## src/hw/rtl/edt_pkg.sv

```systemverilog
// Shared types and constants of the encoder detent tracker.
// Used by the top level, the serial divider and the port checker; no dependencies.
package edt_pkg;

    localparam int unsigned POS_W    = 32;  // positions, counters, time stamps
    localparam int unsigned CPD_W    = 8;   // counts per detent
    localparam int unsigned DEB_W    = 16;  // debounce time
    localparam int unsigned REM_W    = 9;   // signed sub-detent remainder
    localparam int unsigned CFG_IDX_W = 4;
    localparam int unsigned CFG_DAT_W = 16;
    localparam int unsigned DIV_CNT_W = $clog2(POS_W);

    localparam logic [CPD_W-1:0] CPD_RESET = 8'd4;
    localparam logic [DEB_W-1:0] DEB_RESET = 16'd20;

    // register indexes of the configuration port
    localparam logic [CFG_IDX_W-1:0] CFG_COUNTS_PER_DETENT = 4'd0;
    localparam logic [CFG_IDX_W-1:0] CFG_DEBOUNCE_MS       = 4'd1;

    // request codes
    localparam logic REQ_ANCHOR = 1'b0;
    localparam logic REQ_UPDATE = 1'b1;

    // direction codes shared by the remainder and the phase tracker
    localparam logic [1:0] DIR_NONE = 2'd0;
    localparam logic [1:0] DIR_POS  = 2'd1;
    localparam logic [1:0] DIR_NEG  = 2'd3;

    typedef struct packed {
        logic                    req_type;
        logic [POS_W-1:0]        now_ms;
        logic signed [POS_W-1:0] raw_position;
        logic                    phase_a;
        logic                    phase_b;
        logic                    button_raw;
    } edt_in_t;

    typedef struct packed {
        logic                    changed;
        logic                    button_changed;
        logic                    button_active;
        logic signed [POS_W-1:0] logical_position;
        logic [POS_W-1:0]        detent_count;
        logic [POS_W-1:0]        partial_reverse_count;
        logic [POS_W-1:0]        phase_mismatch_count;
    } edt_out_t;

    typedef enum logic [2:0] {
        ST_IDLE,
        ST_DELTA,
        ST_SUM,
        ST_START,
        ST_DIV,
        ST_FIX,
        ST_APPLY,
        ST_OUT
    } edt_state_t;

    // Gray phase index: AB 00 -> 0, 01 -> 1, 11 -> 2, 10 -> 3
    function automatic logic [1:0] phase_of(input logic a, input logic b);
        return {a, a ^ b};
    endfunction

endpackage

```

## src/hw/rtl/encoder_detent_tracker_top.sv

```systemverilog
// Top level of the rotary encoder detent tracker with debounced push button.
// Depends on edt_pkg and instantiates the serial divider edt_div.
//
// The block takes one transaction at a time. An update whose raw count did
// not move (or that arrives before the first anchor) goes from the difference
// step straight to the output step. An anchor transaction, or an update whose
// raw count moved, passes through difference, sum, the 32-iteration serial
// divider that splits the remainder sum into whole detents, sign fix and apply
// before the output step. The sequencer returns to idle at the edge that loads
// the result. s_ready is high only while the sequencer is idle; a finished
// result sits in the output register until taken, and the next transaction
// may be accepted meanwhile. Configuration writes are always taken (cfg_ready
// is tied high) and are expected only while no transaction is in progress.
module encoder_detent_tracker_top (
    input  logic                            aclk,
    input  logic                            aresetn,
    input  logic                            s_valid,
    output logic                            s_ready,
    input  edt_pkg::edt_in_t                s_data,
    output logic                            m_valid,
    input  logic                            m_ready,
    output edt_pkg::edt_out_t               m_data,
    input  logic                            cfg_valid,
    output logic                            cfg_ready,
    input  logic [edt_pkg::CFG_IDX_W-1:0]   cfg_index,
    input  logic [edt_pkg::CFG_DAT_W-1:0]   cfg_data
);
    import edt_pkg::*;

    // configuration
    logic [CPD_W-1:0] cpd_reg;
    logic [DEB_W-1:0] deb_reg;

    // sequencer
    edt_state_t state_reg, state_next;
    logic       ld_item, div_start, out_load;

    // tracker state
    logic [POS_W-1:0]        last_raw_reg;
    logic signed [REM_W-1:0] rem_reg;
    logic [1:0]              rem_dir_reg;
    logic [POS_W-1:0]        detent_pos_reg;
    logic [POS_W-1:0]        detents_reg;
    logic [POS_W-1:0]        reversals_reg;
    logic [POS_W-1:0]        mismatches_reg;
    logic                    btn_stable_reg;
    logic                    btn_last_reg;
    logic [POS_W-1:0]        btn_time_reg;
    logic [POS_W-1:0]        anchor_raw_reg;
    logic [1:0]              anchor_phase_reg;
    logic [1:0]              phase_dir_reg;
    logic                    anchored_reg;

    // per-transaction working registers
    edt_in_t              item_reg;
    logic                 bchg_reg;
    logic                 move_reg;
    logic [POS_W-1:0]     delta_reg;
    logic [POS_W:0]       sum_reg;
    logic [POS_W-1:0]     q_reg;
    logic [POS_W-1:0]     quo_abs_reg;
    logic                 m_valid_reg;
    edt_out_t             m_data_reg;

    // delta stage decode
    logic             is_anchor;
    logic [1:0]       ph_obs;
    logic             btn_diff;
    logic [POS_W-1:0] btn_time_eff;
    logic [POS_W-1:0] elapsed;
    logic             deb_hit;
    logic             move;
    logic [1:0]       off2;
    logic [1:0]       fwd_ph, rev_ph;
    logic             fwd_hit, rev_hit;
    logic             mis;
    logic             dir_set;
    logic [1:0]       dir_new;

    // sum and fix stage decode
    logic [1:0]       delta_dir;
    logic             reverse_hit;
    logic             sum_neg;
    logic [POS_W:0]   sum_mag;
    logic [CPD_W-1:0] dvs_eff;
    logic [POS_W-1:0] div_quo;
    logic [CPD_W-1:0] div_rmd;
    logic             div_done;
    logic [REM_W-1:0] rem_fixed;

    assign cfg_ready = 1'b1;
    assign s_ready   = ld_item;
    assign m_valid   = m_valid_reg;
    assign m_data    = m_data_reg;

    // a zero register value divides by one
    assign dvs_eff = (cpd_reg == '0) ? CPD_W'(1) : cpd_reg;

    // ---------------------------------------------------------------------
    // Button debounce, raw movement and Gray phase plausibility
    // ---------------------------------------------------------------------
    always_comb begin
        is_anchor    = (item_reg.req_type == REQ_ANCHOR);
        ph_obs       = phase_of(item_reg.phase_a, item_reg.phase_b);
        btn_diff     = (item_reg.button_raw != btn_last_reg);
        // a fresh level change restarts the debounce window now
        btn_time_eff = btn_diff ? item_reg.now_ms : btn_time_reg;
        elapsed      = item_reg.now_ms - btn_time_eff;
        deb_hit      = (elapsed >= POS_W'(deb_reg)) && (btn_stable_reg != item_reg.button_raw);
        move         = anchored_reg && (item_reg.raw_position != last_raw_reg);

        // predict the phase from the anchor in both directions
        off2    = item_reg.raw_position[1:0] - anchor_raw_reg[1:0];
        fwd_ph  = anchor_phase_reg + off2;
        rev_ph  = anchor_phase_reg - off2;
        fwd_hit = (ph_obs == fwd_ph);
        rev_hit = (ph_obs == rev_ph);
        dir_set = 1'b0;
        dir_new = phase_dir_reg;
        if (item_reg.raw_position == anchor_raw_reg) begin
            mis = (ph_obs != anchor_phase_reg);
        end else if (phase_dir_reg == DIR_NONE) begin
            // infer the direction only when exactly one prediction agrees
            dir_set = (fwd_hit != rev_hit);
            dir_new = fwd_hit ? DIR_POS : DIR_NEG;
            mis     = !fwd_hit && !rev_hit;
        end else begin
            mis = (phase_dir_reg == DIR_POS) ? !fwd_hit : !rev_hit;
        end
    end

    // reversal inside a partial detent, then magnitude for the divider
    always_comb begin
        delta_dir   = delta_reg[POS_W-1] ? DIR_NEG : DIR_POS;
        reverse_hit = (rem_dir_reg != DIR_NONE) && (delta_dir != rem_dir_reg) &&
                      (rem_reg != '0);
        sum_neg     = sum_reg[POS_W];
        sum_mag     = sum_neg ? (~sum_reg + (POS_W+1)'(1)) : sum_reg;
        rem_fixed   = sum_neg ? (~{1'b0, div_rmd} + REM_W'(1)) : {1'b0, div_rmd};
    end

    edt_div u_div (
        .aclk      (aclk),
        .aresetn   (aresetn),
        .start     (div_start),
        .dividend  (sum_mag[POS_W-1:0]),
        .divisor   (dvs_eff),
        .done      (div_done),
        .quotient  (div_quo),
        .remainder (div_rmd)
    );

    // ---------------------------------------------------------------------
    // Sequencer
    // ---------------------------------------------------------------------
    always_comb begin
        state_next = state_reg;
        case (state_reg)
            ST_IDLE:  if (s_valid) state_next = ST_DELTA;
            ST_DELTA: state_next = (is_anchor || move) ? ST_SUM : ST_OUT;
            ST_SUM:   state_next = ST_START;
            ST_START: state_next = ST_DIV;
            ST_DIV:   if (div_done) state_next = ST_FIX;
            ST_FIX:   state_next = ST_APPLY;
            ST_APPLY: state_next = ST_OUT;
            ST_OUT:   if (!m_valid_reg || m_ready) state_next = ST_IDLE;
            default:  state_next = ST_IDLE;
        endcase
    end

    always_comb begin
        ld_item   = (state_reg == ST_IDLE);
        div_start = (state_reg == ST_START);
        // load the result once the output register is free or being drained
        out_load  = (state_reg == ST_OUT) && (!m_valid_reg || m_ready);
    end

    // ---------------------------------------------------------------------
    // Datapath
    // ---------------------------------------------------------------------
    always_ff @(posedge aclk) begin
        if (!aresetn) begin
            state_reg        <= ST_IDLE;
            m_valid_reg      <= 1'b0;
            cpd_reg          <= CPD_RESET;
            deb_reg          <= DEB_RESET;
            last_raw_reg     <= '0;
            rem_reg          <= '0;
            rem_dir_reg      <= DIR_NONE;
            detent_pos_reg   <= '0;
            detents_reg      <= '0;
            reversals_reg    <= '0;
            mismatches_reg   <= '0;
            btn_stable_reg   <= 1'b0;
            btn_last_reg     <= 1'b0;
            btn_time_reg     <= '0;
            anchor_raw_reg   <= '0;
            anchor_phase_reg <= '0;
            phase_dir_reg    <= DIR_NONE;
            anchored_reg     <= 1'b0;
        end else begin
            state_reg <= state_next;

            if (cfg_valid) begin
                case (cfg_index)
                    CFG_COUNTS_PER_DETENT: cpd_reg <= cfg_data[CPD_W-1:0];
                    CFG_DEBOUNCE_MS:       deb_reg <= cfg_data[DEB_W-1:0];
                    default: ;
                endcase
            end

            if (ld_item && s_valid) begin
                item_reg <= s_data;
            end

            if (state_reg == ST_DELTA) begin
                delta_reg <= item_reg.raw_position - last_raw_reg;
                if (is_anchor) begin
                    // restart everything from these samples
                    bchg_reg         <= 1'b0;
                    move_reg         <= 1'b0;
                    last_raw_reg     <= item_reg.raw_position;
                    detents_reg      <= '0;
                    reversals_reg    <= '0;
                    mismatches_reg   <= '0;
                    btn_stable_reg   <= item_reg.button_raw;
                    btn_last_reg     <= item_reg.button_raw;
                    btn_time_reg     <= item_reg.now_ms;
                    anchor_raw_reg   <= item_reg.raw_position;
                    anchor_phase_reg <= ph_obs;
                    phase_dir_reg    <= DIR_NONE;
                    anchored_reg     <= 1'b1;
                end else begin
                    bchg_reg <= deb_hit;
                    move_reg <= move;
                    if (btn_diff) begin
                        btn_last_reg <= item_reg.button_raw;
                        btn_time_reg <= item_reg.now_ms;
                    end
                    if (deb_hit) begin
                        btn_stable_reg <= item_reg.button_raw;
                    end
                    if (move) begin
                        last_raw_reg <= item_reg.raw_position;
                        if (mis) begin
                            // re-anchor on an implausible phase
                            mismatches_reg   <= mismatches_reg + POS_W'(1);
                            anchor_raw_reg   <= item_reg.raw_position;
                            anchor_phase_reg <= ph_obs;
                            phase_dir_reg    <= DIR_NONE;
                        end else if (dir_set) begin
                            phase_dir_reg <= dir_new;
                        end
                    end
                end
            end

            if (state_reg == ST_SUM) begin
                if (is_anchor) begin
                    sum_reg <= {item_reg.raw_position[POS_W-1], item_reg.raw_position};
                end else begin
                    sum_reg <= {{(POS_W+1-REM_W){rem_reg[REM_W-1]}}, rem_reg} +
                               {delta_reg[POS_W-1], delta_reg};
                    if (reverse_hit) begin
                        reversals_reg <= reversals_reg + POS_W'(1);
                    end
                end
            end

            if (state_reg == ST_FIX) begin
                // truncating division: quotient and remainder take the sum's sign
                q_reg       <= sum_neg ? (~div_quo + POS_W'(1)) : div_quo;
                quo_abs_reg <= div_quo;
                rem_reg     <= rem_fixed;
                rem_dir_reg <= (div_rmd == '0) ? DIR_NONE : (sum_neg ? DIR_NEG : DIR_POS);
            end

            if (state_reg == ST_APPLY) begin
                if (is_anchor) begin
                    detent_pos_reg <= q_reg;
                end else begin
                    detent_pos_reg <= detent_pos_reg + q_reg;
                    detents_reg    <= detents_reg + quo_abs_reg;
                end
            end

            if (out_load) begin
                m_valid_reg <= 1'b1;
            end else if (m_ready) begin
                m_valid_reg <= 1'b0;
            end
        end
    end

    // result payload; holds while the consumer stalls
    always_ff @(posedge aclk) begin
        if (out_load) begin
            m_data_reg.changed               <= bchg_reg | move_reg;
            m_data_reg.button_changed        <= bchg_reg;
            m_data_reg.button_active         <= btn_stable_reg;
            m_data_reg.logical_position      <= detent_pos_reg;
            m_data_reg.detent_count          <= detents_reg;
            m_data_reg.partial_reverse_count <= reversals_reg;
            m_data_reg.phase_mismatch_count  <= mismatches_reg;
        end
    end

endmodule

```

## src/hw/rtl/edt_div.sv

```systemverilog
// Serial restoring divider: unsigned 32-bit dividend by 8-bit divisor, one bit per cycle.
// Depends on edt_pkg for widths.
module edt_div (
    input  logic                        aclk,
    input  logic                        aresetn,
    input  logic                        start,
    input  logic [edt_pkg::POS_W-1:0]   dividend,
    input  logic [edt_pkg::CPD_W-1:0]   divisor,
    output logic                        done,
    output logic [edt_pkg::POS_W-1:0]   quotient,
    output logic [edt_pkg::CPD_W-1:0]   remainder
);
    import edt_pkg::*;

    logic                 run_reg;
    logic                 done_reg;
    logic [DIV_CNT_W-1:0] cnt_reg;
    logic [POS_W-1:0]     quo_reg;
    logic [CPD_W-1:0]     acc_reg;
    logic [CPD_W-1:0]     dvs_reg;
    logic [CPD_W:0]       trial;
    logic                 fits;

    // shift in the next dividend bit and try to subtract
    always_comb begin
        trial = {acc_reg, quo_reg[POS_W-1]};
        fits  = (trial >= {1'b0, dvs_reg});
    end

    always_ff @(posedge aclk) begin
        if (!aresetn) begin
            run_reg  <= 1'b0;
            done_reg <= 1'b0;
            cnt_reg  <= '0;
        end else begin
            done_reg <= run_reg && (cnt_reg == DIV_CNT_W'(POS_W - 1));
            if (start) begin
                run_reg <= 1'b1;
                cnt_reg <= '0;
                quo_reg <= dividend;
                acc_reg <= '0;
                dvs_reg <= divisor;
            end else if (run_reg) begin
                cnt_reg <= cnt_reg + DIV_CNT_W'(1);
                if (cnt_reg == DIV_CNT_W'(POS_W - 1)) begin
                    run_reg <= 1'b0;
                end
                acc_reg <= fits ? CPD_W'(trial - {1'b0, dvs_reg}) : trial[CPD_W-1:0];
                quo_reg <= {quo_reg[POS_W-2:0], fits};
            end
        end
    end

    assign done      = done_reg;
    assign quotient  = quo_reg;
    assign remainder = acc_reg;

endmodule

```

## config.mk

```make
export PLATFORM = sky130hd
export DESIGN_NAME = encoder_detent_tracker_top
export DESIGN_NICKNAME = d
export VERILOG_FILES = /design/src/hw/rtl/edt_pkg.sv /design/src/hw/rtl/encoder_detent_tracker_top.sv /design/src/hw/rtl/edt_div.sv
export SDC_FILE = /design/constraint.sdc
export NUM_CORES = 1
export LEC_CHECK = 0
export BUFFER_PORTS_ARGS = -buffer_cell sky130_fd_sc_hd__buf_4
export CAP_MARGIN = 15
export CORE_UTILIZATION = 40
export CTS_BUF_LIST = sky130_fd_sc_hd__clkbuf_8 sky130_fd_sc_hd__clkbuf_16
export CTS_CLUSTER_SIZE = 30
export DETAILED_ROUTE_END_ITERATION = 10
export PLACE_DENSITY_LB_ADDON = 0.2
export SLEW_MARGIN = 20
export SYNTH_ARGS = -nofsm -noshare
export SYNTH_HDL_FRONTEND = slang
export SYNTH_SLANG_ARGS = --single-unit
export TNS_END_PERCENT = 50
```

## constraint.sdc

```tcl
create_clock -name aclk -period 24.3 [get_ports aclk]
set_input_delay 4.86 -clock aclk [delete_from_list [all_inputs] [get_ports aclk]]
set_output_delay 4.86 -clock aclk [all_outputs]
set_load 0.1 [all_outputs]
```

==> results of run 1 <==
[Yosys cell counts (7+ instances only)]
library cell	instances	area [sq um]
a2111oi_0	8	70.1
a211o_1	8	70.1
a211oi_1	45	338
a21boi_0	17	128
a21o_1	70	526
a21oi_1	277	1390
a22oi_1	11	82.6
a31oi_1	18	113
and2_1	15	93.8
and3_1	26	163
and4_1	9	78.8
buf_1	9	33.8
clkbuf_1	121	454
dfxtp_1	276	5530
edfxtp_1	377	11300
ha_1	181	2260
inv_1	136	510
mux2_2	24	270
mux2i_1	98	981
nand2_1	385	1450
nand2b_1	43	269
nand3_1	60	300
nand3b_1	10	75.1
nand4_1	32	200
nor2_1	294	1100
nor2b_1	33	206
nor3_1	64	320
nor3b_1	12	90.1
nor4_1	20	125
o2111ai_1	7	61.3
o211ai_1	13	97.6
o21a_1	21	158
o21ai_0	173	866
o21bai_1	12	90.1
o22ai_1	9	56.3
o31ai_1	29	218
o41ai_1	8	70.1
or2_2	8	50.1
or3_1	33	206
or4_1	12	90.1
xnor2_1	153	1340
xor2_1	122	1070
[logic make-up (layout without fill, tap and decap cells)]
group | count (synthesis) | count (layout)
XOR/XNOR | 275 | 275
AO/OA/AOI/OAI | 772 | 772
adder cells (fa/ha/maj) | 190 | 190
flip-flops | 653 | 653
AND/OR/NAND/NOR | 1083 | 1083
other | 1 | 2
multiplexers | 122 | 122
buffers and inverters | 269 | 527
[placed cells by master (no fill, tap or decap), types with 59 or more instances in the layout]
cell type / instances
nor2_1: 289
edfxtp_1: 377
o21ai_0: 173
nand3_1: 59
ha_1: 181
xnor2_1: 153
buf_4: 249
a21o_1: 69
xor2_1: 121
mux2i_1: 98
dfxtp_1: 276
clkbuf_16: 77
a21oi_1: 276
nor3_1: 63
inv_1: 147
nand2_1: 384
[layout make-up]
cell class / instances / area [sq um] / share of cell area (%)
Tap cell: 1080 / 1350 / 3.46
Multi-Input combinational cell: 2443 / 16000 / 40.9
Clock buffer: 84 / 2020 / 5.17
Sequential cell: 653 / 16800 / 43.1
Timing Repair Buffer: 250 / 1890 / 4.83
Clock inverter: 56 / 480 / 1.23
Inverter: 137 / 519 / 1.33
Antenna cell: 1 / 2.50 / 0.00640
[metrics by stage]
step	hold WS [ns]	worst slack [ns]	power [uW]
4_1_cts	0.449	17.67	2800
5_1_grt	0.460	17.50	2900
6_report	0.449	17.69	2770
2_1_floorplan	0.415	13.26	1550
3_5_place_dp	0.438	17.04	1650
3_3_place_gp	0.434	17.07	1650
[per-layer routing]
metal / vias to the layer above / track usage (%)
li1: 12500 / -
met1: 11400 / 26.1
met2: 480 / 29.4
met3: 100 / 2.83
met4: 0 / 4.62
met5: - / 0
[how the worst max path moves through the flow]
stage          cells after the start          from  slack (ns)                to
5_1_grt                            4       aresetn       17.50  u_div.dvs_reg[7]
4_1_cts                            2  state_reg[0]       17.67           s_ready
3_5_place_dp                       4       aresetn       17.04  u_div.dvs_reg[3]
6_report                           4       aresetn       17.69  u_div.dvs_reg[7]
3_3_place_gp                       5       m_ready       17.07       m_data[122]
2_1_floorplan                      2       m_ready       13.26         m_data[0]
[power breakdown]
group	switching, uW	internal [uW]
combinational	230	149
sequential	36.8	1210
clock	469	667
==> impl_metrics.tcl, run 1 <==
set metrics [dict create \
    grt_max_degree 86 \
    synth_cell_types 81 \
    synth-seq-cells 653 \
    antenna_found_initial 1 \
    hold_class "flop to flop" \
    die_h_um 293 \
    critical_path_arrival_ns 6.86 \
    cts_made_buffers 75 \
    max_freq_mhz 151 \
    status "finished clean" \
    first_iter_violations 1399 \
    grt_pass1_wl_mm 127 \
    syn_inst 3365 \
    synthAdderAreaFrac_pct 7.12 \
    cts_resized 0 \
    clock_latency_ns 0.61 \
    setup_viol_count_final 0 \
    die_w_um 293 \
    clockRootBuffer "clkbuf_16" \
    grtUsageTotal_pct 18.5 \
    synth.mux.area_fraction_pct 3.71 \
    hold_violations 0 \
    end_kind "flop" \
    start_util_pct 40.4 \
    grt_pass1_vias 23100 \
    final_cell_area_sq_um 39100 \
    finalMaxSlewViolations 0 \
    post_cts_buffers 0 \
    cts_max_level 3 \
    wl_met1_mm 38.7 \
    fin_worst_skew_ns 0.0228 \
    power.leakage_uw 0.0152 \
    top_layer "met4" \
    critPathSlowestCell "buf_4" \
    wl_per_cell_um 17.0 \
    crit_fanout 85 \
    detail_route.vias_per_cell 5.22 \
    largest_reg_flops 131 \
    ys_warn_count 0 \
    r2r_end "bchg_reg" \
    crit_path_start_kind "primary input" \
    die_area_sq_um 85600 \
    worstPathRequired_ns 24.55 \
    hold_end "m_data[63]" \
    cp_cell_sequence "buf_4 -> inv_6 -> buf_4 -> nor2_1" \
    vias 24600 \
    worst_pin_slew_ns 1.04 \
    cts_max_path_buffers 3 \
    fin_tns_setup_ns 0 \
    hold_start "reversals_reg[31]" \
    worstSetupPathType "primary input to flop" \
    r2r_cells 25 \
    rows 106 \
    placed_cell_area_sq_um 36600 \
    wl_met2_mm 36.3 \
    wl_met3_mm 3.42 \
    hpwl_mm 57.5 \
    nets 3839 \
    fin_crit_sh_pct 27.2 \
    synth_xor_area_share_pct 7.13 \
    clk_pin_slew_ns 0.06 \
    power_density_nw_per_um2 70.8 \
    final_antenna_net_count 0 \
    maxCapViolCount 0 \
    firstDrtPassIters 5 \
    final_cells 4704 \
    synth_area_sq_um 33800 \
    placed_cells 4562 \
    final_util_pct 46.8 \
    min_path_cells 0 \
    cp_top_family "buffers and inverters" \
    synth-compound-area-share_pct 14.1 \
    area_delta_synth_final_pct 15.8 \
    io_pins 227 \
    synth-edff-count 377 \
    avgSynthCellArea_sq_um 10.0 \
    r2r_slack_ns 18.47 \
    ctsHoldBuffers 0 \
    rr_startpoint "item_reg[0]" \
    async_reset_ff_share_pct 0 \
    slowest_delay_ns 0.81 \
    synth_top_family_by_area "simple AND/OR/NAND/NOR gates" \
    portBuffers 225 \
    ir_drop_mv 0.0476 \
    clock_sinks 653 \
    syn-num-nets 3644 \
    gp_congestion 0.866 \
    fillers 7913 \
    ys.flop_type "edfxtp_1" \
    rsz0062_at_grt "no" \
    ys_seq_area_share_pct 49.9 \
    grt_overflow 0 \
    period_needed_ns 6.61 \
    drt-total-wl_mm 79.8 \
    synth-simple-area-share_pct 15.0 \
    cpMostUsedCell "buf_4" \
    drive_gt1_share_pct 12.1 \
    critPathBufInv 3 \
    relSlewSlack_pct 30.8 \
    core_sq_um 83600 \
    drc 0 \
    cts_tree "done" \
]
Note: power is estimated with default switching activity, not from simulation.
==> inputs of run 2 (changes only) <==
- clock period: 24.3 -> 5.55 ns (I/O delays scaled with it)
==> run 2 against run 1 <==
Net effect:
- sequential share of layout area fell by 0.099 points
- die area stayed put
- global-route usage increased by 0.11 points
- combinational power rose to 4.4 times the previous value
- hold slack got worse by 0.0056 ns
- final area increased by 0.24%
- sequential power increased to 4.4 times the previous value
==> impl_metrics.tcl, run 2 (synthesized netlist as in run 1, its figures left out) <==
set metrics [dict create \
    drc 0 \
    cp-endpoint "btn_stable_reg" \
    portBuffers 225 \
    critical_path_arrival_ns 5.54 \
    clock_sinks 653 \
    multi_input_area_sq_um 16000 \
    critPathSlowestCell "a211oi_1" \
    vias 24600 \
    finalMaxSlewViolations 0 \
    drt-total-wl_mm 80.2 \
    wl_per_cell_um 17.0 \
    layout_commonest_cell "nand2_1" \
    worstSetupPathType "flop to flop" \
    fin_tns_setup_ns 0 \
    die_area_sq_um 85600 \
    grt_pass1_vias 23400 \
    hold_violations 0 \
    power_density_nw_per_um2 311 \
    crit_path_start_kind "flop" \
    crit_fanout 4 \
    first_iter_violations 1312 \
    die_w_um 293 \
    clk_pin_slew_ns 0.06 \
    placed_cell_area_sq_um 36600 \
    die_h_um 293 \
    maxCapViolCount 0 \
    final_antenna_net_count 0 \
    max_freq_mhz 198 \
    start_util_pct 40.4 \
    r2r_slack_ns 0.50 \
    cts_max_level 3 \
    setup_viol_count_final 0 \
    cts_tree "done" \
    layout_common_cells "384 x nand2_1, 377 x edfxtp_1, 289 x nor2_1" \
    hold-worst-slack_ns 0.443 \
    ctsHoldBuffers 0 \
    final_cell_area_sq_um 39200 \
    hpwl_mm 58.5 \
    area_delta_synth_final_pct 16.1 \
    largest_reg_flops 131 \
    io_pins 227 \
    fillers 7778 \
    slowest_delay_ns 0.56 \
    rows 106 \
    detail_route.vias_per_cell 5.21 \
    clockRootBuffer "clkbuf_16" \
    end_kind "flop" \
    gp_congestion 0.872 \
    antenna_found_initial 0 \
    ir_drop_mv 0.188 \
    firstDrtPassIters 5 \
    relSlewSlack_pct 33.4 \
    fin_worst_skew_ns 0.0193 \
    drive_gt1_share_pct 12.2 \
    core_sq_um 83600 \
    cts_made_buffers 75 \
    diodes 0 \
    status "finished clean" \
    seq_area_sq_um 16800 \
    power.leakage_uw 0.0153 \
    r2r_cells 23 \
    placed_cells 4568 \
    final_cells 4709 \
    cts_max_path_buffers 3 \
    fin_crit_sh_pct 91.0 \
    worst_pin_slew_ns 0.996 \
    cp_cell_sequence "xnor2_2 -> o21ai_0 -> ha_1 -> inv_1 -> o31ai_1 -> nand3b_1 -> a211oi_1 -> nor2_1 -> o31a_1 -> and2_1 -> ha_1 -> inv_1 -> o22ai_1 -> nor3_1 -> o211ai_1 -> a2111oi_1 -> nand3_1 -> a2111oi_1 -> nand4_1 -> nor4_1 -> and3_1 -> a31oi_1 -> mux2i_1" \
    nets 3846 \
    hold_class "flop to flop" \
    critPathLaunch "item_reg[0]" \
    r2r_end "btn_stable_reg" \
    grt_pass1_wl_mm 128 \
    grtUsageTotal_pct 18.6 \
    grt_overflow 0 \
    grt_max_degree 107 \
    clock_latency_ns 0.61 \
    rr_startpoint "item_reg[0]" \
    worstPathRequired_ns 6.04 \
    period_needed_ns 5.05 \
]
run 2: critical path: cells and delay by family, from the launching register on:
family / cells / cell delay [ns]
AOI/OAI and AO/OA: 9 / 1.99
xor gates and xnor gates: 1 / 0.26
adders and majority gates: 2 / 0.54
buffers and inverters: 2 / 0.20
DFF: 1 / 0.43
muxes: 1 / 0.16
and+or+nand+nor: 8 / 1.36
run 2: layout make-up:
| cell class | count | share of cell area (%) |
|---|---|---|
| flip-flops and latches | 653 | 43.0 |
| multi-input cells | 2443 | 40.8 |
| clock buffers | 87 | 5.27 |
| repair buffers | 257 | 4.99 |
| well taps | 1080 | 3.45 |
| inverters | 137 | 1.32 |
| clock inverters | 52 | 1.17 |
run 2: stage by stage:
step | setup slack (ns) | power [uW] | util (%)
2_1_floorplan | -1.01 | 6770 | -
3_3_place_gp | 0.506 | 7240 | 43.8
3_5_place_dp | 0.384 | 7260 | 43.8
4_1_cts | 0.332 | 12300 | 46.9
5_1_grt | -0.0108 | 12700 | 46.9
6_report | 0.497 | 12200 | 46.9
run 2: routing by layer:
layer	GRT usage [%]	up-vias	wire, um
li1	-	12500	-
met3	2.85	111	3190
met4	5.21	0	1780
met2	30.0	434	36700
met1	25.7	11500	38600
met5	0	-	0
run 2: worst min-delay path by stage:
stage / startpoint / endpoint / slack, ns / cells past startpoint
4_1_cts: bchg_reg / m_data[129] / 0.45 / 0
5_1_grt: bchg_reg / m_data[129] / 0.46 / 0
2_1_floorplan: reversals_reg[31] / m_data[63] / 0.41 / 0
3_5_place_dp: bchg_reg / m_data[129] / 0.43 / 0
3_3_place_gp: bchg_reg / m_data[129] / 0.43 / 0
6_report: bchg_reg / m_data[129] / 0.44 / 0
run 2: repair_timing:
item	CTS	global route
setup endpoints to repair	0	2
buffers inserted	0	1
resized for setup	0	5
run 2: where the power goes:
part           internal, uW  total [uW]  switching (uW)
Sequential             5320        5470             155
Clock                  2990        5020            2030
Combinational           664        1680            1020
